**src/rtl/line_pixel_stepper_assert.svh**
```systemverilog
// Assertion macros shared by the line stepper RTL.
`ifndef LINE_PIXEL_STEPPER_ASSERT_SVH
`define LINE_PIXEL_STEPPER_ASSERT_SVH

// Check that cons holds in the same cycle as ante.
`define LPS_ASSERT_SAME(label, clk, rst_n, ante, cons, msg) \
  label: assert property (@(posedge clk) disable iff (!rst_n) (ante) |-> (cons)) \
    else $error(msg);

// Check that cons holds in the cycle after ante.
`define LPS_ASSERT_NEXT(label, clk, rst_n, ante, cons, msg) \
  label: assert property (@(posedge clk) disable iff (!rst_n) (ante) |=> (cons)) \
    else $error(msg);

`endif

```
**src/rtl/lps_pkg.sv**
```systemverilog
`timescale 1ns / 1ps

package lps_pkg;

  // Fixed field and state widths
  localparam int POS_W      = 32;
  localparam int PIX_W      = 12;
  localparam int CFG_W      = 13;
  localparam int STEP_W     = 16;
  localparam int CFG_IDX_W  = 1;
  // Fractional bits of the computed line length
  localparam int LEN_FRAC   = 14;

  // Request kinds
  localparam logic ACT_LOAD = 1'b0;
  localparam logic ACT_STEP = 1'b1;

  // Configuration register indexes
  localparam logic [CFG_IDX_W-1:0] CFG_SCREEN_W = 1'b0;
  localparam logic [CFG_IDX_W-1:0] CFG_SCREEN_H = 1'b1;

  // Reset values of the screen bounds
  localparam logic [CFG_W-1:0] SCREEN_W_RST = 13'd640;
  localparam logic [CFG_W-1:0] SCREEN_H_RST = 13'd480;

  typedef enum logic [1:0] {
    ST_LOADED = 2'd0,
    ST_PIXEL  = 2'd1,
    ST_IDLE   = 2'd2
  } lps_status_e;

  typedef enum logic [2:0] {
    S_IDLE,
    S_SQX,
    S_SQY,
    S_ROOT,
    S_DIV_INIT,
    S_DIV,
    S_DONE
  } lps_state_e;

  // Solver status seen by the top level
  typedef struct packed {
    logic busy;
    logic done;
  } lps_stat_t;

endpackage

```
**src/rtl/lps_solver.sv**
```systemverilog
`timescale 1ns / 1ps

module lps_solver #(
  parameter int COORD_BITS = 14,
  parameter int FRAC_BITS  = 16
) (
  input  logic                              clk_i,
  input  logic                              rst_ni,
  input  logic                              start_i,
  input  logic signed [COORD_BITS:0]        dx_i,
  input  logic signed [COORD_BITS:0]        dy_i,
  output logic [lps_pkg::STEP_W-1:0]        steps_o,
  output logic signed [FRAC_BITS+1:0]       inc_x_o,
  output logic signed [FRAC_BITS+1:0]       inc_y_o,
  output lps_pkg::lps_stat_t                stat_o
);
  import lps_pkg::*;

  localparam int AW     = COORD_BITS;
  localparam int L2W    = 2 * COORD_BITS + 2;
  localparam int INT_IT = COORD_BITS + 1;
  localparam int RW     = INT_IT + LEN_FRAC;
  localparam int SW     = RW + 2;
  localparam int QB     = FRAC_BITS + 1;
  localparam int DIVW   = COORD_BITS + FRAC_BITS + LEN_FRAC + 1;
  localparam int IW     = FRAC_BITS + 2;
  localparam int ITW    = (RW > QB) ? RW : QB;
  localparam int CW     = $clog2(ITW);

  lps_state_e           state_q, state_d;
  logic [CW-1:0]        cnt_q, cnt_d;
  logic                 sel_q, sel_d;

  logic [AW-1:0]        ax_q, ay_q;
  logic                 negx_q, negy_q;
  logic [L2W-1:0]       rad_q;
  logic [RW-1:0]        root_q;
  logic [SW-1:0]        rem_q;
  logic [QB-1:0]        qsh_q;
  logic [STEP_W-1:0]    steps_q;
  logic signed [IW-1:0] incx_q, incy_q;

  logic [AW-1:0]        mul_a;
  logic [2*AW-1:0]      prod;
  logic [SW-1:0]        sub_a, sub_b, sub_diff, rem_nxt;
  logic [SW:0]          sub_ext;
  logic                 sub_ge;
  logic [RW-1:0]        root_nxt;
  logic [QB-1:0]        qsh_nxt;
  logic [INT_IT:0]      nsum;
  logic [31:0]          nsum_w;
  logic [STEP_W-1:0]    steps_sat;
  logic [DIVW-1:0]      div_dvd;
  logic signed [IW-1:0] inc_val;
  logic                 last_root, last_div, int_done;

  // Square the axis differences with one shared multiplier
  assign mul_a = (state_q == S_SQY) ? ay_q : ax_q;
  assign prod  = mul_a * mul_a;

  // Shared compare-subtract unit: root digits, then quotient bits
  always_comb begin
    case (state_q)
      S_ROOT: begin
        sub_a = {rem_q[RW-1:0], rad_q[L2W-1 -: 2]};
        sub_b = {root_q, 2'b01};
      end
      default: begin
        sub_a = {rem_q[RW:0], qsh_q[QB-1]};
        sub_b = SW'(root_q);
      end
    endcase
  end

  assign sub_ext  = {1'b0, sub_a} - {1'b0, sub_b};
  assign sub_ge   = ~sub_ext[SW];
  assign sub_diff = sub_ext[SW-1:0];
  assign rem_nxt  = sub_ge ? sub_diff : sub_a;
  assign root_nxt = {root_q[RW-2:0], sub_ge};
  assign qsh_nxt  = {qsh_q[QB-2:0], sub_ge};

  assign last_root = (cnt_q == CW'(RW - 1));
  assign last_div  = (cnt_q == CW'(QB - 1));
  assign int_done  = (cnt_q == CW'(INT_IT - 1));

  // Round the integer root up when a remainder is left, saturate the count
  assign nsum      = (INT_IT + 1)'(root_nxt[INT_IT-1:0]) + (INT_IT + 1)'(rem_nxt != '0);
  assign nsum_w    = 32'(nsum);
  assign steps_sat = (nsum_w > 32'hFFFF) ? '1 : nsum_w[STEP_W-1:0];

  // Dividend of the rounded division: |d| scaled plus half the length
  assign div_dvd = (DIVW'(sel_q ? ay_q : ax_q) << (FRAC_BITS + LEN_FRAC))
                 + DIVW'(root_q >> 1);

  // Apply the sign of the axis difference; a zero length gives no step
  always_comb begin
    if (root_q == '0) begin
      inc_val = '0;
    end else if (sel_q ? negy_q : negx_q) begin
      inc_val = -IW'(qsh_nxt);
    end else begin
      inc_val = IW'(qsh_nxt);
    end
  end

  // Sequence the load computation
  always_comb begin
    state_d = state_q;
    cnt_d   = cnt_q;
    sel_d   = sel_q;
    case (state_q)
      S_IDLE: begin
        if (start_i) begin
          state_d = S_SQX;
        end
      end
      S_SQX: state_d = S_SQY;
      S_SQY: begin
        state_d = S_ROOT;
        cnt_d   = '0;
      end
      S_ROOT: begin
        cnt_d = cnt_q + 1'b1;
        if (last_root) begin
          state_d = S_DIV_INIT;
          sel_d   = 1'b0;
        end
      end
      S_DIV_INIT: begin
        state_d = S_DIV;
        cnt_d   = '0;
      end
      S_DIV: begin
        cnt_d = cnt_q + 1'b1;
        if (last_div) begin
          if (sel_q) begin
            state_d = S_DONE;
          end else begin
            state_d = S_DIV_INIT;
            sel_d   = 1'b1;
          end
        end
      end
      S_DONE:  state_d = S_IDLE;
      default: state_d = S_IDLE;
    endcase
  end

  // Decode status from the state
  always_comb begin
    stat_o.busy = (state_q != S_IDLE);
    stat_o.done = (state_q == S_DONE);
  end

  always_ff @(posedge clk_i or negedge rst_ni) begin
    if (!rst_ni) begin
      state_q <= S_IDLE;
      cnt_q   <= '0;
      sel_q   <= 1'b0;
    end else begin
      state_q <= state_d;
      cnt_q   <= cnt_d;
      sel_q   <= sel_d;
    end
  end

  // Datapath registers
  always_ff @(posedge clk_i) begin
    case (state_q)
      S_IDLE: begin
        if (start_i) begin
          ax_q   <= dx_i[COORD_BITS] ? AW'(-dx_i) : AW'(dx_i);
          ay_q   <= dy_i[COORD_BITS] ? AW'(-dy_i) : AW'(dy_i);
          negx_q <= dx_i[COORD_BITS];
          negy_q <= dy_i[COORD_BITS];
        end
      end
      S_SQX: rad_q <= L2W'(prod);
      S_SQY: begin
        rad_q  <= rad_q + L2W'(prod);
        root_q <= '0;
        rem_q  <= '0;
      end
      S_ROOT: begin
        rad_q  <= rad_q << 2;
        root_q <= root_nxt;
        rem_q  <= rem_nxt;
        if (int_done) begin
          steps_q <= steps_sat;
        end
      end
      S_DIV_INIT: begin
        rem_q <= SW'(div_dvd >> QB);
        qsh_q <= div_dvd[QB-1:0];
      end
      S_DIV: begin
        rem_q <= rem_nxt;
        qsh_q <= qsh_nxt;
        if (last_div) begin
          if (sel_q) begin
            incy_q <= inc_val;
          end else begin
            incx_q <= inc_val;
          end
        end
      end
      default: begin
      end
    endcase
  end

  assign steps_o = steps_q;
  assign inc_x_o = incx_q;
  assign inc_y_o = incy_q;

endmodule

```
**src/rtl/line_pixel_stepper.sv**
```systemverilog
`timescale 1ns / 1ps
// Channel   Dir  Ports                                         Handshake
// request   in   action_i start_x_i start_y_i end_x_i end_y_i  start & !busy
// result    out  status_o pixel_x_o pixel_y_o plotted_o last_o strobe_o, one cycle
// config    in   cfg_idx_i cfg_wdata_i                         cfg_we_i
//
// A step request is taken in any cycle with busy low; its result strobes the next cycle.
// A load holds busy while the shared compare-subtract unit forms the root and both quotients
// one bit per cycle; its result strobes in the first cycle with busy low again.
// Reset leaves no active line and the screen at 640 by 480.
// Results cannot be stalled: each is shown for exactly one cycle.
`include "line_pixel_stepper_assert.svh"

module line_pixel_stepper #(
  parameter int COORD_BITS = 14,
  parameter int FRAC_BITS  = 16
) (
  input  logic                                clk_i,
  input  logic                                rst_ni,
  input  logic                                start,
  output logic                                busy,
  input  logic                                action_i,
  input  logic signed [COORD_BITS-1:0]        start_x_i,
  input  logic signed [COORD_BITS-1:0]        start_y_i,
  input  logic signed [COORD_BITS-1:0]        end_x_i,
  input  logic signed [COORD_BITS-1:0]        end_y_i,
  output logic                                strobe_o,
  output logic [1:0]                          status_o,
  output logic [lps_pkg::PIX_W-1:0]           pixel_x_o,
  output logic [lps_pkg::PIX_W-1:0]           pixel_y_o,
  output logic                                plotted_o,
  output logic                                last_o,
  input  logic                                cfg_we_i,
  input  logic [lps_pkg::CFG_IDX_W-1:0]       cfg_idx_i,
  input  logic [lps_pkg::CFG_W-1:0]           cfg_wdata_i
);
  import lps_pkg::*;

  localparam int IW = FRAC_BITS + 2;

  logic [CFG_W-1:0]     scr_w_q, scr_h_q;
  logic [POS_W-1:0]     pos_x_q, pos_x_d, pos_y_q, pos_y_d;
  logic signed [IW-1:0] inc_x_q, inc_x_d, inc_y_q, inc_y_d;
  logic [STEP_W-1:0]    steps_q, steps_d;

  logic                 strobe_q, strobe_d;
  lps_status_e          status_q, status_d;
  logic [PIX_W-1:0]     pix_x_q, pix_x_d, pix_y_q, pix_y_d;
  logic                 plotted_q, plotted_d;
  logic                 last_q, last_d;

  logic                 accept, load_acc, step_acc, line_active;
  logic signed [COORD_BITS:0] dx, dy;
  logic [POS_W-1:0]     ipx, ipy;
  logic                 okx, oky;

  lps_stat_t            sol_stat;
  logic [STEP_W-1:0]    sol_steps;
  logic signed [IW-1:0] sol_inc_x, sol_inc_y;

  assign accept      = start && !busy;
  assign load_acc    = accept && (action_i == ACT_LOAD);
  assign step_acc    = accept && (action_i == ACT_STEP);
  assign line_active = (steps_q != '0);

  // Axis differences of the new line
  assign dx = (COORD_BITS + 1)'(end_x_i) - (COORD_BITS + 1)'(start_x_i);
  assign dy = (COORD_BITS + 1)'(end_y_i) - (COORD_BITS + 1)'(start_y_i);

  lps_solver #(
    .COORD_BITS (COORD_BITS),
    .FRAC_BITS  (FRAC_BITS)
  ) u_solver (
    .clk_i   (clk_i),
    .rst_ni  (rst_ni),
    .start_i (load_acc),
    .dx_i    (dx),
    .dy_i    (dy),
    .steps_o (sol_steps),
    .inc_x_o (sol_inc_x),
    .inc_y_o (sol_inc_y),
    .stat_o  (sol_stat)
  );

  assign busy = sol_stat.busy;

  // Screen bound checks on the current position
  assign ipx = pos_x_q >> FRAC_BITS;
  assign ipy = pos_y_q >> FRAC_BITS;
  assign okx = !pos_x_q[POS_W-1] && (ipx < POS_W'(scr_w_q));
  assign oky = !pos_y_q[POS_W-1] && (ipy < POS_W'(scr_h_q));

  // Line state: load positions on a load request, advance on a step, take the step setup from the solver
  always_comb begin
    pos_x_d = pos_x_q;
    pos_y_d = pos_y_q;
    inc_x_d = inc_x_q;
    inc_y_d = inc_y_q;
    steps_d = steps_q;
    if (load_acc) begin
      pos_x_d = POS_W'(start_x_i) << FRAC_BITS;
      pos_y_d = POS_W'(start_y_i) << FRAC_BITS;
    end else if (step_acc && line_active) begin
      pos_x_d = pos_x_q + POS_W'(inc_x_q);
      pos_y_d = pos_y_q + POS_W'(inc_y_q);
      steps_d = steps_q - 1'b1;
    end
    if (sol_stat.done) begin
      inc_x_d = sol_inc_x;
      inc_y_d = sol_inc_y;
      steps_d = sol_steps;
    end
  end

  // Result register
  always_comb begin
    strobe_d  = 1'b0;
    status_d  = ST_LOADED;
    pix_x_d   = '0;
    pix_y_d   = '0;
    plotted_d = 1'b0;
    last_d    = 1'b0;
    if (sol_stat.done) begin
      strobe_d = 1'b1;
    end else if (step_acc) begin
      strobe_d = 1'b1;
      if (!line_active) begin
        status_d = ST_IDLE;
      end else begin
        status_d = ST_PIXEL;
        last_d   = (steps_q == STEP_W'(1));
        if (okx && oky) begin
          plotted_d = 1'b1;
          pix_x_d   = ipx[PIX_W-1:0];
          pix_y_d   = ipy[PIX_W-1:0];
        end
      end
    end
  end

  always_ff @(posedge clk_i or negedge rst_ni) begin
    if (!rst_ni) begin
      scr_w_q   <= SCREEN_W_RST;
      scr_h_q   <= SCREEN_H_RST;
      pos_x_q   <= '0;
      pos_y_q   <= '0;
      inc_x_q   <= '0;
      inc_y_q   <= '0;
      steps_q   <= '0;
      strobe_q  <= 1'b0;
      status_q  <= ST_LOADED;
      pix_x_q   <= '0;
      pix_y_q   <= '0;
      plotted_q <= 1'b0;
      last_q    <= 1'b0;
    end else begin
      // Write configuration
      if (cfg_we_i) begin
        case (cfg_idx_i)
          CFG_SCREEN_W: scr_w_q <= cfg_wdata_i;
          CFG_SCREEN_H: scr_h_q <= cfg_wdata_i;
          default: begin
          end
        endcase
      end
      pos_x_q   <= pos_x_d;
      pos_y_q   <= pos_y_d;
      inc_x_q   <= inc_x_d;
      inc_y_q   <= inc_y_d;
      steps_q   <= steps_d;
      strobe_q  <= strobe_d;
      status_q  <= status_d;
      pix_x_q   <= pix_x_d;
      pix_y_q   <= pix_y_d;
      plotted_q <= plotted_d;
      last_q    <= last_d;
    end
  end

  assign strobe_o  = strobe_q;
  assign status_o  = status_q;
  assign pixel_x_o = pix_x_q;
  assign pixel_y_o = pix_y_q;
  assign plotted_o = plotted_q;
  assign last_o    = last_q;

  `LPS_ASSERT_NEXT(a_load_busy, clk_i, rst_ni, load_acc, busy, "load request did not raise busy")
  `LPS_ASSERT_NEXT(a_load_result, clk_i, rst_ni, sol_stat.done,
                   strobe_o && status_o == ST_LOADED, "solver finish gave no load result")
  `LPS_ASSERT_SAME(a_flags_pixel, clk_i, rst_ni, strobe_o && status_o != ST_PIXEL,
                   !plotted_o && !last_o, "flags set on a non-pixel result")
  `LPS_ASSERT_NEXT(a_steps_down, clk_i, rst_ni, !sol_stat.done,
                   steps_q <= $past(steps_q), "step count rose without a load")

endmodule
```
**config.mk**
```make
export PLATFORM = sky130hd
export DESIGN_NAME = line_pixel_stepper
export DESIGN_NICKNAME = d
export VERILOG_FILES = /design/src/rtl/lps_pkg.sv /design/src/rtl/lps_solver.sv /design/src/rtl/line_pixel_stepper.sv
export VERILOG_INCLUDE_DIRS = /design/src /design/src/rtl
export SDC_FILE = /design/constraint.sdc
export NUM_CORES = 1
export LEC_CHECK = 0
export BUFFER_PORTS_ARGS = -buffer_cell sky130_fd_sc_hd__buf_2
export CORE_UTILIZATION = 48
export CTS_CLUSTER_SIZE = 28
export DETAILED_ROUTE_END_ITERATION = 10
export PLACE_DENSITY = 0.76
export SYNTH_ARGS = -nofsm -noshare
export SYNTH_HDL_FRONTEND = slang
export SYNTH_SLANG_ARGS = --single-unit
```
**constraint.sdc**
```tcl
create_clock -name clk_i -period 10.18 [get_ports clk_i]
set_clock_uncertainty 0.05 [all_clocks]
set_input_delay 1.018 -clock clk_i [delete_from_list [all_inputs] [get_ports clk_i]]
set_output_delay 1.018 -clock clk_i [all_outputs]
set_load 0.005 [all_outputs]
```
==> impl_metrics.csv, run 1 <==
group,metric,value,unit
run_status,status,"complete, no violations",
cells_and_area,drive_gt1_share,8.30,%
global_route,met2_usage,39.9,%
global_route,grtUsageMet3,3.50,%
floorplan,die_y,253,um
cells_and_area,nets,3860,
detailed_routing,finalWirelength,75900,um
yosys,postSynthCellCount,3325,
sta,worst_slew_pin_slew,1.19,ns
placed_design,port_buffers,104,
floorplan,initial_core_util,48.8,%
critical_path,crit_type,"reg -> reg",
floorplan,dieWidth,253,um
floorplan,die_area,64000,sq um
cells_and_area,final_cell_mix,"nand2_1 (388), inv_1 (312), ha_1 (273), nor2_1 (248), a21oi_1 (211)",
detailed_routing,ant_nets,0,
global_route,grt_overflow,0,
clock_network,clockBufferDepth,3,
detailed_routing,viasPerCell,5.76,
critical_path,cp_max_fo,25,
sta,hold_violations,0,
detailed_routing,vias,24600,
global_route,busiest_layer,"met2",
placed_design,place_congestion,0.939,
clock_network,htreeDepth,2,
clock_network,cts_hold_buf,0,
clock_network,post_cts_buffers,0,
critical_path,cp-end-kind,"flop",
floorplan,coreArea,61900,sq um
cells_and_area,layout_commonest_cell,"nand2_1",
clock_network,post_cts_resized,0,
clock_network,cts_tree,"yes",
floorplan,io_pins,105,
global_route,grt_use_met1,32.2,%
detailed_routing,drt-wirelength-per-cell,17.8,um
cells_and_area,syn_to_final_growth,9.03,%
detailed_routing,route.detailed.drc,0,
clock_network,cts-root-buf,"clkbuf_16",
sta,period_needed,9.43,ns
yosys,yosys_register_bits,368,
global_route,grt.total_usage,23.9,%
yosys,synth_cell_type_count,88,
critical_path,worst-r2r-cell-count,36,
placed_design,dp_hpwl,57200,um
clock_network,insertion_delay,0.59,ns
cells_and_area,fin_area,33000,sq um
yosys,postSynthAreaPerCell,9.10,sq um
sta,finalWorstSetupSlack,0.750,ns
yosys,synthArstFlopShare,48.9,%
detailed_routing,drt_iter0_drc,2106,
critical_path,arrival,9.72,ns
yosys,synth_nets,3793,
critical_path,slowest_delay,0.55,ns
sta,final-setup-viol-count,0,
critical_path,crit_top_cell,"fa_1",
detailed_routing,drt_first_pass_iters,5,
yosys,yosysSeqAreaShare,33.6,%
global_route,grt_pass1_wl,124000,um
sta,drv_slew,0,
sta,max_freq,106,MHz
global_route,antenna_found_initial,7,
placed_design,dp_slack,0.472,ns
sta,rsz0062_at_grt,"no",
global_route,grt_pass1_vias,23800,
job,maxCapViolations,0,
critical_path,startpoint_type,"flop",
sta,fin_tns_setup,0,ns
global_route,grt_max_degree,110,
yosys,synth_flop_cell,"edfxtp_1",
clock_network,path_clk_slew,0.06,ns
sta,slew_headroom,20.4,%
clock_network,cts.sinks,368,
critical_path,cp_data_required_time,10.47,ns
floorplan,fp-row-count,91,
critical_path,crit_slowest_cell,"fa_1",
worst_hold_path,hp-class,"reg -> reg",
yosys,synth_edf_count,188,
placed_design,dpl_cell_area,31600,sq um
clock_network,cts_buffers,41,
yosys,synth_area,30200,sq um
yosys,yosys_warnings,0,
sta,hold_ws,0.379,ns
worst_hold_path,hold_path_depth,2,
sta,post-route-period-util,92.6,%
registers in the layout (all words and copies together), names as in the netlist, 17 cells and up:
name and flops:
pos_x_q 32, pos_y_q 32, u_solver.rad_q 30, u_solver.rem_q 30
u_solver.root_q 29, inc_x_q 18, inc_y_q 18, u_solver.inc_x_o 18
u_solver.inc_y_o 18, u_solver.qsh_q 17
area by class of cell:
| class | count | area [sq um] |
|---|---|---|
| antenna | 6 | 15.0 |
| clock buffer | 53 | 1090 |
| clock inverter | 21 | 224 |
| fill | 5665 | 29000 |
| inverter | 322 | 1210 |
| multi-input combinational | 2523 | 18500 |
| sequential | 368 | 10200 |
| tap | 837 | 1050 |
| timing repair buffer | 136 | 773 |
per-stage QoR:
stage	util (%)	std cells
after floorplan	-	3325
after global placement	51.1	4186
after detailed placement	51.1	4186
after CTS	53.2	4260
after global routing	53.2	4266
final	53.2	4266
layer usage:
metal,share of wire (%),up-vias
li1,-,11900
met1,44,11800
met2,47,735
met3,5.9,134
met4,2.6,0
met5,0,-
Yosys cell counts, drive strengths merged (23+ instances only):
| cell type | count | area, sq um |
|---|---|---|
| a211oi | 32 | 245 |
| a21o | 81 | 608 |
| a21oi | 212 | 1070 |
| a31oi | 23 | 144 |
| and2 | 33 | 206 |
| and3 | 52 | 325 |
| buf | 29 | 144 |
| clkbuf | 83 | 312 |
| dfrtp | 174 | 4350 |
| edfxtp | 188 | 5650 |
| fa | 120 | 2400 |
| ha | 273 | 3420 |
| inv | 315 | 1180 |
| mux2 | 40 | 450 |
| mux2i | 53 | 531 |
| nand2 | 390 | 1470 |
| nand2b | 26 | 163 |
| nand3 | 86 | 430 |
| nand4 | 26 | 163 |
| nor2 | 250 | 938 |
| nor2b | 29 | 181 |
| nor3 | 72 | 360 |
| o211ai | 23 | 173 |
| o21a | 40 | 302 |
| o21ai | 196 | 985 |
| or3 | 26 | 163 |
| xnor2 | 125 | 1090 |
| xor2 | 72 | 631 |
cells by family after synthesis:
kind of cell             count (synthesis)  synth area share [%]
AO/OA/AOI/OAI                          783                  16.6
XOR/XNOR                               197                  5.70
adder cells (fa/ha/maj)                393                  19.2
buffers and inverters                  434                  5.50
flip-flops                             368                  33.6
multiplexers                            93                  3.24
AND/OR/NAND/NOR                       1057                  16.2
critical path: cells and delay by family, from the launching register on:
kind,cells,cell delay [ns]
DFF,1,0.47
muxes,1,0.23
xor gates and xnor gates,2,0.34
adders and majority gates,8,3.80
and+or+nand+nor,4,0.77
buffers and inverters,8,0.97
AOI/OAI and AO/OA,13,2.54
path summary, 6_finish.rpt:
path,to,slack [ns],start
max,u_solver.rad_q[24],0.75,u_solver.state_q[2]
min,inc_y_q[0],0.38,u_solver.inc_y_o[0]
max reg2reg,u_solver.rad_q[24],0.75,u_solver.state_q[2]
min reg2reg,inc_y_q[0],0.38,u_solver.inc_y_o[0]
max in group asynchronous,pos_x_q[31],8.05,rst_ni
min in group asynchronous,pos_x_q[2],0.49,rst_ni
Power of run 1 is not shown: default switching activity piles up to over one toggle a cycle in this logic, so the estimate is an artifact.
==> run 2: changes to the inputs <==
--- a/config.mk
+++ b/config.mk
@@ -7,10 +7,10 @@
 export NUM_CORES = 1
 export LEC_CHECK = 0
 export BUFFER_PORTS_ARGS = -buffer_cell sky130_fd_sc_hd__buf_2
-export CORE_UTILIZATION = 48
+export CORE_UTILIZATION = 58
 export CTS_CLUSTER_SIZE = 28
 export DETAILED_ROUTE_END_ITERATION = 10
-export PLACE_DENSITY = 0.76
+export PLACE_DENSITY = 0.87
 export SYNTH_ARGS = -nofsm -noshare
 export SYNTH_HDL_FRONTEND = slang
 export SYNTH_SLANG_ARGS = --single-unit
==> impl_metrics.csv, run 2 (synthesis gave the netlist of run 1 again) <==
group,metric,value,unit
run_status,status,"complete, no violations",
sta,final-setup-viol-count,0,
cells_and_area,syn_to_final_growth,8.48,%
floorplan,initial_core_util,58.8,%
critical_path,slowest_delay,0.54,ns
global_route,grt_max_degree,112,
global_route,antenna_found_initial,7,
cells_and_area,multiInputGateArea,18500,sq um
critical_path,reg2reg_to,"u_solver.rad_q[26]",
critical_path,crit_slowest_cell,"fa_1",
clock_network,cts-root-buf,"clkbuf_16",
cells_and_area,drive_gt1_share,8.18,%
detailed_routing,finalWirelength,77700,um
global_route,grt.total_usage,29.5,%
floorplan,dieWidth,230,um
critical_path,reg2reg_slack,0.62,ns
sta,max_freq,105,MHz
floorplan,die_y,230,um
critical_path,cp_max_fo,25,
sta,hold_violations,0,
critical_path,arrival,9.90,ns
detailed_routing,vias,25400,
sta,drv_slew,0,
critical_path,r2r_start,"u_solver.state_q[1]",
cells_and_area,utilization,63.8,%
clock_network,cts_buffers,40,
placed_design,place_congestion,0.974,
detailed_routing,drt_first_pass_iters,6,
global_route,grt_pass1_wl,127000,um
critical_path,cp-end-kind,"flop",
sta,post-route-period-util,93.9,%
clock_network,htreeDepth,2,
cells_and_area,nets,3858,
critical_path,cp_data_required_time,10.52,ns
critical_path,startpoint,"u_solver.state_q[1]",
clock_network,cts.sinks,368,
floorplan,fp-row-count,83,
critical_path,worst-r2r-cell-count,37,
floorplan,coreArea,51400,sq um
clock_network,path_clk_slew,0.06,ns
detailed_routing,ant_nets,0,
global_route,grt_overflow,0,
critical_path,startpoint_type,"flop",
critical_path,endpoint,"u_solver.rad_q[26]",
sta,period_needed,9.56,ns
detailed_routing,drt_iter0_drc,2609,
worst_hold_path,hp-class,"reg -> reg",
global_route,grt_pass1_vias,24800,
placed_design,port_buffers,104,
critical_path,crit_top_cell,"fa_1",
job,maxCapViolations,0,
floorplan,die_area,53100,sq um
cells_and_area,layout_commonest_cell,"nand2_1",
cells_and_area,regArea,10200,sq um
cells_and_area,reg_top3,"pos_x_q: 32 flops, pos_y_q: 32 flops",
floorplan,io_pins,105,
detailed_routing,route.detailed.drc,0,
cells_and_area,final_cell_mix,"nand2_1 (388), inv_1 (312), ha_1 (273), nor2_1 (248), a21oi_1 (211)",
clock_network,clockBufferDepth,3,
sta,slew_headroom,15.6,%
clock_network,post_cts_buffers,0,
clock_network,insertion_delay,0.59,ns
sta,fin_tns_setup,0,ns
detailed_routing,viasPerCell,6.19,
critical_path,crit_type,"reg -> reg",
detailed_routing,drt-wirelength-per-cell,18.9,um
sta,worst_slew_pin_slew,1.26,ns
cells_and_area,fillers,4017,
clock_network,cts_tree,"yes",
placed_design,dp_hpwl,57300,um
run 2: worst min-delay path by stage:
stage                       to  slack (ns)           startpoint  cells after the start
finish              inc_x_q[0]        0.39  u_solver.inc_x_o[0]                      2
global route        inc_y_q[7]        0.42  u_solver.inc_y_o[7]                      2
CTS                 inc_y_q[2]        0.40  u_solver.inc_y_o[2]                      2
detailed placement  inc_y_q[2]        0.37  u_solver.inc_y_o[2]                      2
global placement    inc_y_q[0]        0.37  u_solver.inc_y_o[0]                      2
floorplan           inc_x_q[0]        0.36  u_solver.inc_x_o[0]                      2
run 2: critical path: cells and delay by family (launching register included):
kind | cells | cell delay, ns
AO/OA/AOI/OAI | 12 | 2.40
XOR/XNOR | 2 | 0.30
adder cells (fa/ha/maj) | 8 | 3.79
buffers and inverters | 8 | 0.98
flip-flops | 1 | 0.53
multiplexers | 1 | 0.22
AND/OR/NAND/NOR | 6 | 1.05
run 2: what timing repair did:
action | CTS | global route
hold buffers | 0 | 0
gates resized for setup | 0 | 3
setup endpoints to repair | 0 | 4
run 2: area by class of cell:
type / count / share of cell area [%]
Antenna cell: 7 / 0.0534
Sequential cell: 368 / 31.0
Timing Repair Buffer: 135 / 2.33
Clock buffer: 56 / 3.42
Tap cell: 680 / 2.59
Multi-Input combinational cell: 2523 / 56.3
Inverter: 322 / 3.68
Clock inverter: 18 / 0.705
run 2: per-stage QoR:
step                      worst slack (ns)  hold WS, ns  cell area (sq um)  instances
after floorplan                      0.704        0.365              30200       3325
after global placement               0.632        0.370              31400       4028
after detailed placement             0.466        0.372              31400       4028
after CTS                            0.386        0.397              32800       4102
after global routing               -0.0122        0.418              32800       4109
final                                0.617        0.393              32800       4109
run 2: layer usage:
metal | part of all wire (%) | track usage [%] | up-vias
li1 | - | - | 11900
met1 | 41 | 38.5 | 12200
met2 | 47 | 48.6 | 1114
met3 | 7.8 | 4.58 | 239
met4 | 4.1 | 12.8 | 0
met5 | 0 | 0 | -
Power of run 2 is left out for the same reason.
==> run 3: changes to the inputs <==
--- a/config.mk
+++ b/config.mk
@@ -7,10 +7,11 @@
 export NUM_CORES = 1
 export LEC_CHECK = 0
 export BUFFER_PORTS_ARGS = -buffer_cell sky130_fd_sc_hd__buf_2
-export CORE_UTILIZATION = 58
+export CORE_UTILIZATION = 59
+export CTS_BUF_LIST = sky130_fd_sc_hd__clkbuf_4
 export CTS_CLUSTER_SIZE = 28
 export DETAILED_ROUTE_END_ITERATION = 10
-export PLACE_DENSITY = 0.87
+export PLACE_DENSITY = 0.88
 export SYNTH_ARGS = -nofsm -noshare
 export SYNTH_HDL_FRONTEND = slang
 export SYNTH_SLANG_ARGS = --single-unit
==> impl_metrics.csv, run 3 (synthesis gave the netlist of run 1 again) <==
group,metric,value,unit
placed_design,dp_hpwl,57100,um
floorplan,die_y,228,um
critical_path,cp-end-kind,"flop",
critical_path,arrival,10.08,ns
detailed_routing,viasPerCell,6.13,
detailed_routing,finalWirelength,76700,um
worst_hold_path,hp-class,"in -> async",
job,maxCapViolations,0,
clock_network,cts-root-buf,"clkbuf_4",
detailed_routing,drt_first_pass_iters,5,
cells_and_area,nets,3913,
critical_path,slowest_delay,0.54,ns
cells_and_area,layout_commonest_cell,"nand2_1",
clock_network,cts_hold_buf,0,
critical_path,cp_data_required_time,10.75,ns
floorplan,coreArea,50400,sq um
sta,fin_tns_setup,0,ns
detailed_routing,vias,25800,
placed_design,place_congestion,0.968,
cells_and_area,reg_top3,"pos_x_q: 32 flops, pos_y_q: 32 flops",
cells_and_area,final_cell_mix,"nand2_1 (388), inv_1 (312), ha_1 (273), nor2_1 (248), a21oi_1 (211)",
global_route,grt_max_degree,102,
floorplan,fp-row-count,82,
clock_network,path_clk_slew,0.07,ns
cells_and_area,syn_to_final_growth,8.19,%
floorplan,dieWidth,228,um
sta,final-setup-viol-count,0,
global_route,antenna_found_initial,8,
sta,post-route-period-util,93.5,%
placed_design,port_buffers,104,
global_route,grt_overflow,0,
detailed_routing,drt-wirelength-per-cell,18.3,um
clock_network,cts_tree,"yes",
sta,period_needed,9.52,ns
detailed_routing,route.detailed.drc,0,
clock_network,cts.sinks,368,
clock_network,clockBufferDepth,3,
critical_path,startpoint_type,"flop",
sta,worst_slew_pin_slew,1.22,ns
critical_path,path_buf_inv,6,
floorplan,initial_core_util,60.0,%
critical_path,crit_slowest_cell,"fa_1",
critical_path,crit_family,"adder cells",
sta,drv_slew,0,
cells_and_area,drive_gt1_share,10.6,%
floorplan,die_area,52200,sq um
sta,slew_headroom,18.8,%
clock_network,post_cts_resized,0,
critical_path,crit_type,"reg -> reg",
critical_path,reg2reg_slack,0.66,ns
critical_path,cp_max_fo,25,
clock_network,post_cts_buffers,0,
detailed_routing,drt_iter0_drc,2574,
sta,max_freq,105,MHz
global_route,grt_pass1_wl,126000,um
critical_path,crit_top_cell,"a21o_1",
clock_network,cts_buffers,95,
clock_network,htreeDepth,3,
clock_network,insertion_delay,0.88,ns
global_route,grt.total_usage,29.5,%
sta,rsz0062_at_grt,"no",
sta,hold_violations,0,
global_route,grt_pass1_vias,25200,
floorplan,io_pins,105,
detailed_routing,ant_nets,0,
run_status,status,"complete, no violations",
==> run 3: cell count changes in the layout (fill, tap and decap cells not counted), moves of 3 or more <==
cell and delta:
clkbuf_4 +138, clkbuf_16 -41, clkinv_1 +18, clkbuf_1 -11
clkbuf_8 -4, clkinvlp_4 +3, diode_2 +3
==> run 3: worst paths after layout <==
check                               startpoint            endpoint  depth (start not counted)
setup / recovery           u_solver.state_q[1]  u_solver.rad_q[24]                         37
hold / removal                          rst_ni          pos_y_q[2]                          1
setup reg to reg           u_solver.state_q[1]  u_solver.rad_q[24]                         37
hold reg to reg            u_solver.inc_y_o[0]          inc_y_q[0]                          2
max in group asynchronous               rst_ni         pos_y_q[24]                          2
min in group clk_i              cfg_wdata_i[3]          scr_w_q[3]                          3
==> run 3: metal layers <==
metal / wire, um / GRT usage, %
met4: 3130 / 12.9
met2: 35900 / 48.1
met5: 13 / 0
met3: 6520 / 6.27
met1: 31100 / 37.9
==> run 3: layout make-up <==
| cell class | count | area [sq um] |
|---|---|---|
| diodes | 10 | 25.0 |
| clock buffers | 138 | 1040 |
| clock inverters | 35 | 233 |
| fillers | 3890 | 17600 |
| inverters | 322 | 1210 |
| multi-input cells | 2523 | 18500 |
| flip-flops and latches | 368 | 10200 |
| well taps | 672 | 841 |
| repair buffers | 135 | 766 |
==> run 3: worst reg2reg max path: cells and delay by family, from the launching register on <==
| kind | cells | cell delay, ns |
|---|---|---|
| xor gates and xnor gates | 2 | 0.32 |
| DFF | 1 | 0.53 |
| buffers and inverters | 6 | 0.74 |
| adders and majority gates | 8 | 3.32 |
| AOI/OAI and AO/OA | 16 | 3.22 |
| and+or+nand+nor | 4 | 0.63 |
| muxes | 1 | 0.46 |
==> run 3: per-stage QoR <==
stage                     cells  instance area [sq um]  hold slack, ns  worst slack [ns]  util (%)
final                      4203                  32700           0.192             0.664      65.0
after CTS                  4193                  32700           0.150             0.563      64.9
after floorplan            3325                  30200           0.365             0.704         -
after detailed placement   4020                  31400           0.371             0.591      62.4
after global placement     4020                  31400           0.370             0.700      62.4
after global routing       4202                  32700           0.195            0.0412      65.0
Power of run 3 is left out for the same reason.
